## config.mk

```make
export PLATFORM = sky130hd
export DESIGN_NAME = gated_pulse_feature_extractor_flat
export DESIGN_NICKNAME = d
export VERILOG_FILES = /design/src/rtl/gpfe_pkg.sv /design/src/rtl/gpfe_sample_if.sv /design/src/rtl/gpfe_result_if.sv /design/src/rtl/gated_pulse_feature_extractor.sv /design/src/rtl/gpfe_front.sv /design/src/rtl/gpfe_queue.sv /design/src/rtl/gpfe_back.sv /design/src/flat_wrapper.sv
export SDC_FILE = /design/constraint.sdc
export NUM_CORES = 2
export LEC_CHECK = 0
export ABC_AREA = 0
export BUFFER_PORTS_ARGS = -buffer_cell sky130_fd_sc_hd__buf_2
export CORE_UTILIZATION = 60
export CTS_CLUSTER_DIAMETER = 30
export DETAILED_ROUTE_END_ITERATION = 8
export GPL_TIMING_DRIVEN = 0
export PLACE_DENSITY = 0.89
export RECOVER_POWER = 25
export SYNTH_ARGS = -nofsm -noshare
export SYNTH_HDL_FRONTEND = slang
export SYNTH_SLANG_ARGS = --single-unit
```

## constraint.sdc

```tcl
create_clock -name clk -period 13.2 [get_ports clk]
set_clock_uncertainty 0.2 [all_clocks]
set_input_delay 0.66 -clock clk [delete_from_list [all_inputs] [get_ports clk]]
set_output_delay 0.66 -clock clk [all_outputs]
set_load 0.01 [all_outputs]
```

## src/rtl/gpfe_pkg.sv

```systemverilog
package gpfe_pkg;

	// Defaults for the top-level parameters
	localparam int unsigned MAX_SAMPLES_DEF = 4096;
	localparam int unsigned SAMPLE_BITS_DEF = 16;

	// Field and register widths
	localparam int unsigned THR_W      = 16;
	localparam int unsigned GS_W       = 12;
	localparam int unsigned GL_W       = 13;
	localparam int unsigned PER_W      = 16;
	localparam int unsigned SUM_W      = 44;
	localparam int unsigned PEAK_W     = 16;
	localparam int unsigned TOT_W      = 28;
	localparam int unsigned TOA_W      = 29;
	localparam int unsigned TOP_W      = 28;
	localparam int unsigned OFF_W      = 13;
	localparam int unsigned CFG_IDX_W  = 2;
	localparam int unsigned CFG_DATA_W = 16;

	// Low part of the split integral multiply
	localparam int unsigned SUM_LO_W = 32;
	localparam int unsigned SUM_HI_W = SUM_W - SUM_LO_W;

	// Depth of the summary queue between front and back
	localparam int unsigned QUEUE_DEPTH = 4;
	localparam int unsigned QPTR_W      = $clog2(QUEUE_DEPTH);
	localparam int unsigned QCNT_W      = $clog2(QUEUE_DEPTH + 1);

	// Register reset values
	localparam logic signed [THR_W-1:0] THRESHOLD_RST     = '0;
	localparam logic [GS_W-1:0]         GATE_START_RST    = '0;
	localparam logic [GL_W-1:0]         GATE_LENGTH_RST   = GL_W'(4096);
	localparam logic [PER_W-1:0]        SAMPLE_PERIOD_RST = PER_W'(1000);

	// Arrival time reported when the result is suppressed (-1)
	localparam logic [TOA_W-1:0] ARRIVAL_NONE = '1;

	typedef enum logic [CFG_IDX_W-1:0] {
		REG_THRESHOLD     = 2'd0,
		REG_GATE_START    = 2'd1,
		REG_GATE_LENGTH   = 2'd2,
		REG_SAMPLE_PERIOD = 2'd3
	} cfg_reg_t;

	typedef struct packed {
		logic signed [THR_W-1:0] threshold;
		logic [GS_W-1:0]         gate_start;
		logic [GL_W-1:0]         gate_length;
		logic [PER_W-1:0]        sample_period;
	} cfg_t;

	// Per-waveform summary handed from front to back
	typedef struct packed {
		logic              hit;
		logic [SUM_W-1:0]  sum;
		logic [PEAK_W-1:0] peak;
		logic [OFF_W-1:0]  over_count;
		logic [OFF_W-1:0]  arrival_offset;
		logic [OFF_W-1:0]  peak_offset;
	} summary_t;

endpackage

```

## src/rtl/gpfe_sample_if.sv

```systemverilog
interface gpfe_sample_if #(
	parameter int unsigned SAMPLE_BITS = gpfe_pkg::SAMPLE_BITS_DEF
) ();
	logic                          valid;
	logic                          ready;
	logic signed [SAMPLE_BITS-1:0] sample;
	logic                          last_sample;

	modport source (output valid, output sample, output last_sample, input ready);
	modport sink   (input valid, input sample, input last_sample, output ready);
endinterface

```

## src/rtl/gpfe_result_if.sv

```systemverilog
interface gpfe_result_if ();
	import gpfe_pkg::*;

	logic                    valid;
	logic                    ready;
	logic                    above_threshold;
	logic signed [SUM_W-1:0] integral;
	logic signed [PEAK_W-1:0] peak_value;
	logic [TOT_W-1:0]        time_over_threshold;
	logic signed [TOA_W-1:0] time_of_arrival;
	logic [TOP_W-1:0]        time_of_peak;

	modport source (
		output valid, output above_threshold, output integral, output peak_value,
		output time_over_threshold, output time_of_arrival, output time_of_peak,
		input ready
	);
	modport sink (
		input valid, input above_threshold, input integral, input peak_value,
		input time_over_threshold, input time_of_arrival, input time_of_peak,
		output ready
	);
endinterface

```

## src/rtl/gated_pulse_feature_extractor.sv

```systemverilog
// Gated pulse feature extractor. Feed waveform samples on the samples channel,
// marking the final sample of each waveform with last_sample; one result
// transaction follows each waveform on the results channel. Samples whose index
// (counted from zero per waveform, saturating at MAX_SAMPLES) falls inside
// [gate_start, gate_start + gate_length) contribute the integral, the peak with
// the offset of its first occurrence, the count of samples strictly above
// threshold and the offset of the first sample at or above threshold; integral
// and times come out multiplied by sample_period (picoseconds) and wrapped to
// their field widths. A waveform with an empty gate or a peak below threshold
// reports zeros with time_of_arrival = -1. Rate: one sample transaction per
// clock while the summary queue is not full, set by the combinational
// accumulator update in the front stage. A waveform's summary passes through
// the summary queue, the multiply stage and the output register. The
// four-entry summary queue absorbs result stalls; samples stall only when it
// is full. Write configuration only while no waveform is in flight.
module gated_pulse_feature_extractor #(
	parameter int unsigned MAX_SAMPLES = gpfe_pkg::MAX_SAMPLES_DEF,
	parameter int unsigned SAMPLE_BITS = gpfe_pkg::SAMPLE_BITS_DEF
) (
	input  logic                             clk,
	input  logic                             arst_n,
	gpfe_sample_if.sink                      samples,
	gpfe_result_if.source                    results,
	input  logic                             cfg_we,
	input  logic [gpfe_pkg::CFG_IDX_W-1:0]   cfg_index,
	input  logic [gpfe_pkg::CFG_DATA_W-1:0]  cfg_data
);
	import gpfe_pkg::*;

	cfg_t     cfg_q;
	logic     q_full;
	logic     q_empty;
	logic     q_push;
	logic     q_pop;
	summary_t q_in;
	summary_t q_out;

	// Configuration registers: take a write on every enabled edge
	always_ff @(posedge clk or negedge arst_n) begin
		if (!arst_n) begin
			cfg_q.threshold     <= THRESHOLD_RST;
			cfg_q.gate_start    <= GATE_START_RST;
			cfg_q.gate_length   <= GATE_LENGTH_RST;
			cfg_q.sample_period <= SAMPLE_PERIOD_RST;
		end else if (cfg_we) begin
			case (cfg_reg_t'(cfg_index))
				REG_THRESHOLD:     cfg_q.threshold     <= signed'(cfg_data[THR_W-1:0]);
				REG_GATE_START:    cfg_q.gate_start    <= cfg_data[GS_W-1:0];
				REG_GATE_LENGTH:   cfg_q.gate_length   <= cfg_data[GL_W-1:0];
				REG_SAMPLE_PERIOD: cfg_q.sample_period <= cfg_data[PER_W-1:0];
				default: ;
			endcase
		end
	end

	// Front: accumulate gated features, hand one summary per waveform to the queue
	gpfe_front #(
		.MAX_SAMPLES (MAX_SAMPLES),
		.SAMPLE_BITS (SAMPLE_BITS)
	) u_front (
		.clk     (clk),
		.arst_n  (arst_n),
		.samples (samples),
		.cfg     (cfg_q),
		.q_full  (q_full),
		.q_push  (q_push),
		.q_data  (q_in)
	);

	// Queue: decouple sample intake from result delivery
	gpfe_queue u_queue (
		.clk       (clk),
		.arst_n    (arst_n),
		.push      (q_push),
		.push_data (q_in),
		.pop       (q_pop),
		.full      (q_full),
		.empty     (q_empty),
		.pop_data  (q_out)
	);

	// Back: scale by the sample period, apply suppression, hold the result
	gpfe_back u_back (
		.clk           (clk),
		.arst_n        (arst_n),
		.sample_period (cfg_q.sample_period),
		.q_empty       (q_empty),
		.q_data        (q_out),
		.q_pop         (q_pop),
		.results       (results)
	);

endmodule

```

## src/rtl/gpfe_front.sv

```systemverilog
module gpfe_front #(
	parameter int unsigned MAX_SAMPLES = gpfe_pkg::MAX_SAMPLES_DEF,
	parameter int unsigned SAMPLE_BITS = gpfe_pkg::SAMPLE_BITS_DEF
) (
	input  logic               clk,
	input  logic               arst_n,
	gpfe_sample_if.sink        samples,
	input  gpfe_pkg::cfg_t     cfg,
	input  logic               q_full,
	output logic               q_push,
	output gpfe_pkg::summary_t q_data
);
	import gpfe_pkg::*;

	localparam int unsigned IDX_W = $clog2(MAX_SAMPLES + 1);
	localparam int unsigned DIF_W = ((IDX_W > GL_W) ? IDX_W : GL_W) + 1;
	localparam int unsigned CMP_W = 33;
	localparam logic [IDX_W-1:0] IDX_LIMIT = IDX_W'(MAX_SAMPLES);
	localparam logic signed [SAMPLE_BITS-1:0] MAX_RST = {1'b1, {(SAMPLE_BITS-1){1'b0}}};

	logic [IDX_W-1:0]              idx_q;
	logic [SUM_W-1:0]              sum_q;
	logic signed [SAMPLE_BITS-1:0] max_q;
	logic [OFF_W-1:0]              max_off_q;
	logic [OFF_W-1:0]              over_q;
	logic [OFF_W-1:0]              arr_q;
	logic                          found_q;
	logic                          seen_q;

	logic                          accept;
	logic [DIF_W-1:0]              idx_ext;
	logic [DIF_W-1:0]              gs_ext;
	logic [DIF_W-1:0]              diff;
	logic                          gated;
	logic [OFF_W-1:0]              off;
	logic signed [CMP_W-1:0]       s_wide;
	logic signed [CMP_W-1:0]       thr_wide;
	logic signed [CMP_W-1:0]       max_wide;
	logic signed [31:0]            max32;
	logic                          take_max;
	logic                          take_arr;

	logic [IDX_W-1:0]              idx_n;
	logic [SUM_W-1:0]              sum_n;
	logic signed [SAMPLE_BITS-1:0] max_n;
	logic [OFF_W-1:0]              max_off_n;
	logic [OFF_W-1:0]              over_n;
	logic [OFF_W-1:0]              arr_n;
	logic                          found_n;
	logic                          seen_n;

	assign samples.ready = !q_full;
	assign accept        = samples.valid && samples.ready;

	// Gate test: index in [gate_start, gate_start + gate_length) and below the limit
	assign idx_ext = DIF_W'(idx_q);
	assign gs_ext  = DIF_W'(cfg.gate_start);
	assign diff    = idx_ext - gs_ext;
	assign gated   = (idx_q < IDX_LIMIT) && (idx_ext >= gs_ext) &&
	                 (diff < DIF_W'(cfg.gate_length));
	assign off     = diff[OFF_W-1:0];

	assign s_wide   = CMP_W'(samples.sample);
	assign thr_wide = CMP_W'(cfg.threshold);
	assign take_max = gated && (!seen_q || samples.sample > max_q);
	assign take_arr = gated && !found_q && (s_wide >= thr_wide);

	always_comb begin
		idx_n     = (idx_q < IDX_LIMIT) ? idx_q + IDX_W'(1) : idx_q;
		sum_n     = gated ? sum_q + SUM_W'(samples.sample) : sum_q;
		max_n     = take_max ? samples.sample : max_q;
		max_off_n = take_max ? off : max_off_q;
		over_n    = (gated && (s_wide > thr_wide)) ? over_q + OFF_W'(1) : over_q;
		arr_n     = take_arr ? off : arr_q;
		found_n   = found_q || take_arr;
		seen_n    = seen_q || gated;
	end

	assign max_wide = CMP_W'(max_n);
	assign max32    = 32'(max_n);

	// Summary includes the last sample itself
	assign q_push                = accept && samples.last_sample;
	assign q_data.hit            = seen_n && (max_wide >= thr_wide);
	assign q_data.sum            = sum_n;
	assign q_data.peak           = max32[PEAK_W-1:0];
	assign q_data.over_count     = over_n;
	assign q_data.arrival_offset = arr_n;
	assign q_data.peak_offset    = max_off_n;

	always_ff @(posedge clk or negedge arst_n) begin
		if (!arst_n) begin
			idx_q     <= '0;
			sum_q     <= '0;
			max_q     <= MAX_RST;
			max_off_q <= '0;
			over_q    <= '0;
			arr_q     <= '0;
			found_q   <= 1'b0;
			seen_q    <= 1'b0;
		end else if (accept) begin
			if (samples.last_sample) begin
				idx_q     <= '0;
				sum_q     <= '0;
				max_q     <= MAX_RST;
				max_off_q <= '0;
				over_q    <= '0;
				arr_q     <= '0;
				found_q   <= 1'b0;
				seen_q    <= 1'b0;
			end else begin
				idx_q     <= idx_n;
				sum_q     <= sum_n;
				max_q     <= max_n;
				max_off_q <= max_off_n;
				over_q    <= over_n;
				arr_q     <= arr_n;
				found_q   <= found_n;
				seen_q    <= seen_n;
			end
		end
	end

endmodule

```

## src/rtl/gpfe_queue.sv

```systemverilog
module gpfe_queue (
	input  logic               clk,
	input  logic               arst_n,
	input  logic               push,
	input  gpfe_pkg::summary_t push_data,
	input  logic               pop,
	output logic               full,
	output logic               empty,
	output gpfe_pkg::summary_t pop_data
);
	import gpfe_pkg::*;

	summary_t            mem_q [QUEUE_DEPTH];
	logic [QPTR_W-1:0]   wr_ptr_q;
	logic [QPTR_W-1:0]   rd_ptr_q;
	logic [QCNT_W-1:0]   count_q;

	assign full     = (count_q == QCNT_W'(QUEUE_DEPTH));
	assign empty    = (count_q == '0);
	assign pop_data = mem_q[rd_ptr_q];

	always_ff @(posedge clk) begin
		if (push) begin
			mem_q[wr_ptr_q] <= push_data;
		end
	end

	always_ff @(posedge clk or negedge arst_n) begin
		if (!arst_n) begin
			wr_ptr_q <= '0;
			rd_ptr_q <= '0;
			count_q  <= '0;
		end else begin
			if (push) begin
				wr_ptr_q <= (wr_ptr_q == QPTR_W'(QUEUE_DEPTH - 1)) ? '0 : wr_ptr_q + QPTR_W'(1);
			end
			if (pop) begin
				rd_ptr_q <= (rd_ptr_q == QPTR_W'(QUEUE_DEPTH - 1)) ? '0 : rd_ptr_q + QPTR_W'(1);
			end
			case ({push, pop})
				2'b10:   count_q <= count_q + QCNT_W'(1);
				2'b01:   count_q <= count_q - QCNT_W'(1);
				default: count_q <= count_q;
			endcase
		end
	end

	a_no_overflow: assert property (@(posedge clk) disable iff (!arst_n)
		push |-> !full)
		else $error("summary queue written while full");

	a_no_underflow: assert property (@(posedge clk) disable iff (!arst_n)
		pop |-> !empty)
		else $error("summary queue read while empty");

	a_count_tracks: assert property (@(posedge clk) disable iff (!arst_n)
		(push && !pop) |=> (count_q == $past(count_q) + QCNT_W'(1)))
		else $error("summary queue count lost a push");

endmodule

```

## src/rtl/gpfe_back.sv

```systemverilog
module gpfe_back (
	input  logic                        clk,
	input  logic                        arst_n,
	input  logic [gpfe_pkg::PER_W-1:0]  sample_period,
	input  logic                        q_empty,
	input  gpfe_pkg::summary_t          q_data,
	output logic                        q_pop,
	gpfe_result_if.source               results
);
	import gpfe_pkg::*;

	logic                          valid_s1;
	logic                          hit_s1;
	logic [SUM_LO_W+PER_W-1:0]     lo_prod_s1;
	logic [SUM_HI_W-1:0]           hi_prod_s1;
	logic [PEAK_W-1:0]             peak_s1;
	logic [TOT_W-1:0]              tot_s1;
	logic [TOA_W-1:0]              toa_s1;
	logic [TOP_W-1:0]              top_s1;
	logic                          out_valid_q;
	logic                          adv2;
	logic [SUM_W-1:0]              integral_s1;

	// Output register is free when empty or being drained this cycle
	assign adv2  = valid_s1 && (!out_valid_q || results.ready);
	assign q_pop = !q_empty && (!valid_s1 || adv2);

	assign results.valid = out_valid_q;

	// Integral low 44 bits from the split product
	assign integral_s1 = lo_prod_s1[SUM_W-1:0] + {hi_prod_s1, {SUM_LO_W{1'b0}}};

	always_ff @(posedge clk or negedge arst_n) begin
		if (!arst_n) begin
			valid_s1    <= 1'b0;
			out_valid_q <= 1'b0;
		end else begin
			if (q_pop) begin
				valid_s1 <= 1'b1;
			end else if (adv2) begin
				valid_s1 <= 1'b0;
			end
			if (adv2) begin
				out_valid_q <= 1'b1;
			end else if (results.ready) begin
				out_valid_q <= 1'b0;
			end
		end
	end

	always_ff @(posedge clk) begin
		if (q_pop) begin
			hit_s1     <= q_data.hit;
			lo_prod_s1 <= (SUM_LO_W+PER_W)'(q_data.sum[SUM_LO_W-1:0]) *
			              (SUM_LO_W+PER_W)'(sample_period);
			hi_prod_s1 <= q_data.sum[SUM_W-1:SUM_LO_W] * sample_period[SUM_HI_W-1:0];
			peak_s1    <= q_data.peak;
			tot_s1     <= TOT_W'(q_data.over_count) * TOT_W'(sample_period);
			toa_s1     <= TOA_W'(q_data.arrival_offset) * TOA_W'(sample_period);
			top_s1     <= TOP_W'(q_data.peak_offset) * TOP_W'(sample_period);
		end
	end

	always_ff @(posedge clk) begin
		if (adv2) begin
			if (hit_s1) begin
				results.above_threshold     <= 1'b1;
				results.integral            <= signed'(integral_s1);
				results.peak_value          <= signed'(peak_s1);
				results.time_over_threshold <= tot_s1;
				results.time_of_arrival     <= signed'(toa_s1);
				results.time_of_peak        <= top_s1;
			end else begin
				results.above_threshold     <= 1'b0;
				results.integral            <= '0;
				results.peak_value          <= '0;
				results.time_over_threshold <= '0;
				results.time_of_arrival     <= signed'(ARRIVAL_NONE);
				results.time_of_peak        <= '0;
			end
		end
	end

endmodule
```

## src/flat_wrapper.sv

```systemverilog
// flat-port wrapper written by rule: the top's interface ports become plain ports
module gated_pulse_feature_extractor_flat import gpfe_pkg::*;
#(
	parameter int unsigned MAX_SAMPLES = gpfe_pkg::MAX_SAMPLES_DEF,
	parameter int unsigned SAMPLE_BITS = gpfe_pkg::SAMPLE_BITS_DEF
)
  (clk, arst_n, cfg_we, cfg_index, cfg_data, samples_valid, samples_sample, samples_last_sample, samples_ready, results_valid, results_above_threshold, results_integral, results_peak_value, results_time_over_threshold, results_time_of_arrival, results_time_of_peak, results_ready);
  gpfe_sample_if #(.SAMPLE_BITS(SAMPLE_BITS)) samples_i ();
  gpfe_result_if results_i ();
  input  logic clk;
  input  logic arst_n;
  input  logic cfg_we;
  input  logic [gpfe_pkg::CFG_IDX_W-1:0] cfg_index;
  input  logic [gpfe_pkg::CFG_DATA_W-1:0] cfg_data;
  input wire logic [$bits(samples_i.valid)-1:0] samples_valid;
  input wire logic [$bits(samples_i.sample)-1:0] samples_sample;
  input wire logic [$bits(samples_i.last_sample)-1:0] samples_last_sample;
  output wire logic [$bits(samples_i.ready)-1:0] samples_ready;
  output wire logic [$bits(results_i.valid)-1:0] results_valid;
  output wire logic [$bits(results_i.above_threshold)-1:0] results_above_threshold;
  output wire logic [$bits(results_i.integral)-1:0] results_integral;
  output wire logic [$bits(results_i.peak_value)-1:0] results_peak_value;
  output wire logic [$bits(results_i.time_over_threshold)-1:0] results_time_over_threshold;
  output wire logic [$bits(results_i.time_of_arrival)-1:0] results_time_of_arrival;
  output wire logic [$bits(results_i.time_of_peak)-1:0] results_time_of_peak;
  input wire logic [$bits(results_i.ready)-1:0] results_ready;
  assign samples_i.valid = samples_valid;
  assign samples_i.sample = samples_sample;
  assign samples_i.last_sample = samples_last_sample;
  assign samples_ready = samples_i.ready;
  assign results_valid = results_i.valid;
  assign results_above_threshold = results_i.above_threshold;
  assign results_integral = results_i.integral;
  assign results_peak_value = results_i.peak_value;
  assign results_time_over_threshold = results_i.time_over_threshold;
  assign results_time_of_arrival = results_i.time_of_arrival;
  assign results_time_of_peak = results_i.time_of_peak;
  assign results_i.ready = results_ready;
  gated_pulse_feature_extractor #(.MAX_SAMPLES(MAX_SAMPLES), .SAMPLE_BITS(SAMPLE_BITS)) u_core (.clk(clk), .arst_n(arst_n), .samples(samples_i), .results(results_i), .cfg_we(cfg_we), .cfg_index(cfg_index), .cfg_data(cfg_data));
endmodule
```

==> results.sh <==
export IMPL_final_area_um2=84000
export IMPL_synth_seq_area_share=0.344
export IMPL_final_min_clock_period_ns=11.81
export IMPL_root_buffer="clkbuf_16"
export IMPL_syn_nets=8262
export IMPL_ys_warn_count=0
export IMPL_status="complete, but fails checks"
export IMPL_path_clk_slew_ns=0.06
export IMPL_nets=8638
export IMPL_initial_core_util=0.604
export IMPL_grt_max_degree=101
export IMPL_cts_sinks=884
export IMPL_ys_ff_latch=884
export IMPL_syn_area_um2=74600
export IMPL_timing_final_crit_share=0.895
export IMPL_coreArea_um2=123000
export IMPL_final_max_slew_viol_count=434
export IMPL_die_height_um=355
export IMPL_critPathArrivalTime_ns=12.17
export IMPL_max_slew_worst_pin_slew_ns=5.87
export IMPL_clock_path_buffers=3
export IMPL_clk_latency_ns=0.84
export IMPL_netlist_top_cells_count="inv_1, nand2_1, fa_1"
export IMPL_first_global_vias=58299
export IMPL_async_reset_ff_frac=0.204
export IMPL_numCtsBuffers=167
export IMPL_rsz0062_at_grt="false"
export IMPL_antenna_left=0
export IMPL_hold_class="in -> reg"
export IMPL_max_cap_violations=12
export IMPL_drive_above_1_share=0.0893
export IMPL_synth_area_leaders="edfxtp_1, fa_1, ha_1"
export IMPL_fmax_ghz=0.0847
export IMPL_htree_levels=4
export IMPL_areaGrowthSynthToFinish_pct=12.5
export IMPL_critical_path_class="reg -> reg"
export IMPL_io_pins=188
export IMPL_setup_violations=0
export IMPL_dr_total_vias=55706
export IMPL_synthFlopType="edfxtp_1"
export IMPL_dpl_hpwl_um=170000
export IMPL_syn_inst=6828
export IMPL_grt_overflow_total=0
export IMPL_wl_um=237000
export IMPL_final_hold_violation_count=0
export IMPL_crit_required_ns=13.56
export IMPL_grt_pass1_wl_um=353000
export IMPL_antenna_found_initial=24
export IMPL_yosysTopAreaCell="edfxtp_1"
export IMPL_dpl_cell_area_um2=78000
export IMPL_cts_tree="done"
export IMPL_synth_cell_types=85
export IMPL_yosysMostFrequentCell="inv_1"
export IMPL_numPortBuffers=187
export IMPL_die_x_um=355
export IMPL_drc=0
export IMPL_drt_iter0_drc=6482
export IMPL_gp_congestion=1.02
export IMPL_critPathMaxFanout=10
export IMPL_failed_checks="max-capacitance violations, max-slew violations"
export IMPL_syn_avg_cell_area_um2=10.9
export IMPL_start_kind="flop"
export IMPL_r2r_slack_ns=1.39
export IMPL_rows=129
export IMPL_gr_usage_all_layers=0.383
export IMPL_vias_per_cell=6.19
export IMPL_wl_per_cell_um=26.3
export IMPL_die_area_um2=126000
export IMPL_dr_pass1_iters=9
export IMPL_utilization=0.680
export IMPL_synth_edf_count=704
export IMPL_setup_worst_path_end_class="flop"
export IMPL_netlist_area_leader_share=0.283
export IMPL_timing_slew_headroom=-2.92
==> cells in the final DEF, fill, tap and decap left out, types with 19 or more instances in the layout <==
master        n
ha_1        478
mux4_2      100
a21oi_1     162
o21a_1       43
edfxtp_1    704
buf_2       173
nand3_1      60
nor2b_1      22
dfrtp_1     172
inv_6        35
xor2_1       50
nand2_1    1038
nor3_1       46
diode_2      19
and2_1      528
o21ai_1      24
nand2b_1     49
xnor2_1     163
o21bai_1     27
and2_0       54
mux2_2       44
nand4_1      46
o21ai_0     179
clkbuf_16   171
and3_1       25
o311ai_0     21
nor2_1      107
inv_1      1082
a22o_1       23
fa_1        916
a21o_1       80
clkbuf_1    344
==> per-stage QoR <==
step / TNS, ns / cells / setup WS, ns / hold WS, ns
3_3_place_gp: -89.37 / 8652 / -1.89 / 0.262
5_1_grt: 0 / 8987 / 1.18 / 0.0388
4_1_cts: 0 / 8985 / 1.67 / 0.00219
3_5_place_dp: 0 / 8665 / 1.99 / 0.271
2_1_floorplan: 0 / 6828 / 2.59 / 0.164
6_report: 0 / 9004 / 1.39 / 0.0488
==> per-layer routing <==
| metal | track usage | vias to the layer above | share of wire |
|---|---|---|---|
| met3 | 0.103 | 1104 | 0.11 |
| met2 | 0.602 | 3907 | 0.46 |
| met5 | 0 | - | 0.00024 |
| met1 | 0.459 | 27716 | 0.35 |
| met4 | 0.271 | 10 | 0.086 |
| li1 | - | 22969 | - |
==> flip-flops by register name, summed over array words and instances, names as in the netlist, 29 cells and up <==
register / flops
u_core.u_front.sum_q: 44
u_core.u_back.results.integral: 44
u_core.u_back.results.time_of_arrival: 29
u_core.cfg_q: 57
u_core.u_back.toa_s1: 29
u_core.u_back.lo_prod_s1: 44
u_core.u_queue.mem_q: 400
==> worst max-delay path, stage by stage, from the launching register on <==
cell and delay [ns]:
dfrtp_1 0.40, clkbuf_1 0.54, clkbuf_1 0.56, buf_1 0.81
buf_1 0.97, mux4_2 0.64, clkbuf_1 0.55, nand2_1 0.18
fa_1 0.57, inv_1 0.05, fa_1 0.48, fa_1 0.62
fa_1 0.45, fa_1 0.49, inv_1 0.05, fa_1 0.50
inv_1 0.05, ha_1 0.31, nand3_1 0.11, nor2_1 0.08
a31oi_1 0.36, a41oi_1 0.44, o21ai_1 0.37, a211oi_1 0.19
o41ai_1 0.69, o21ai_0 0.26, a21oi_1 0.45, xnor2_1 0.13
==> kinds of logic after synthesis <==
logic type,synth area share
simple gates,0.131
buf+inv,0.0713
fa+ha+maj,0.326
flops,0.344
compound gates,0.0633
xor+xnor,0.0250
mux,0.0400
==> layout make-up <==
class	count	area, µm²
multi-input combinational	4533	43700
tap	1637	2050
inverter	1082	4060
buffer	329	1260
fill	8638	39500
clock buffer	189	4420
sequential	884	25700
antenna	19	47.5
clock inverter	124	1620
timing repair buffer	207	1180
==> repair_timing <==
item,in CTS,in global routing
setup buffers,0,0
hold buffers,7,0
endpoints found under the hold margin,107,0
setup endpoints to repair,0,0
resized for setup,0,0
==> worst paths after layout <==
path | cells past startpoint | end | startpoint
min in group asynchronous | 2 | u_core.u_front.sum_q[11] | arst_n
worst max register to register | 27 | u_core.u_back.lo_prod_s1[43] | u_core.u_queue.rd_ptr_q[1]
max in group asynchronous | 3 | u_core.cfg_q[23] | arst_n
worst min register to register | 2 | u_core.u_front.arr_q[2] | u_core.u_front.arr_q[2]
worst min-delay path | 3 | u_core.cfg_q[48] | cfg_data[7]
worst max-delay path | 27 | u_core.u_back.lo_prod_s1[43] | u_core.u_queue.rd_ptr_q[1]
Power is not shown: default switching activity piles up to over one toggle a cycle in this logic, so the estimate is an artifact.
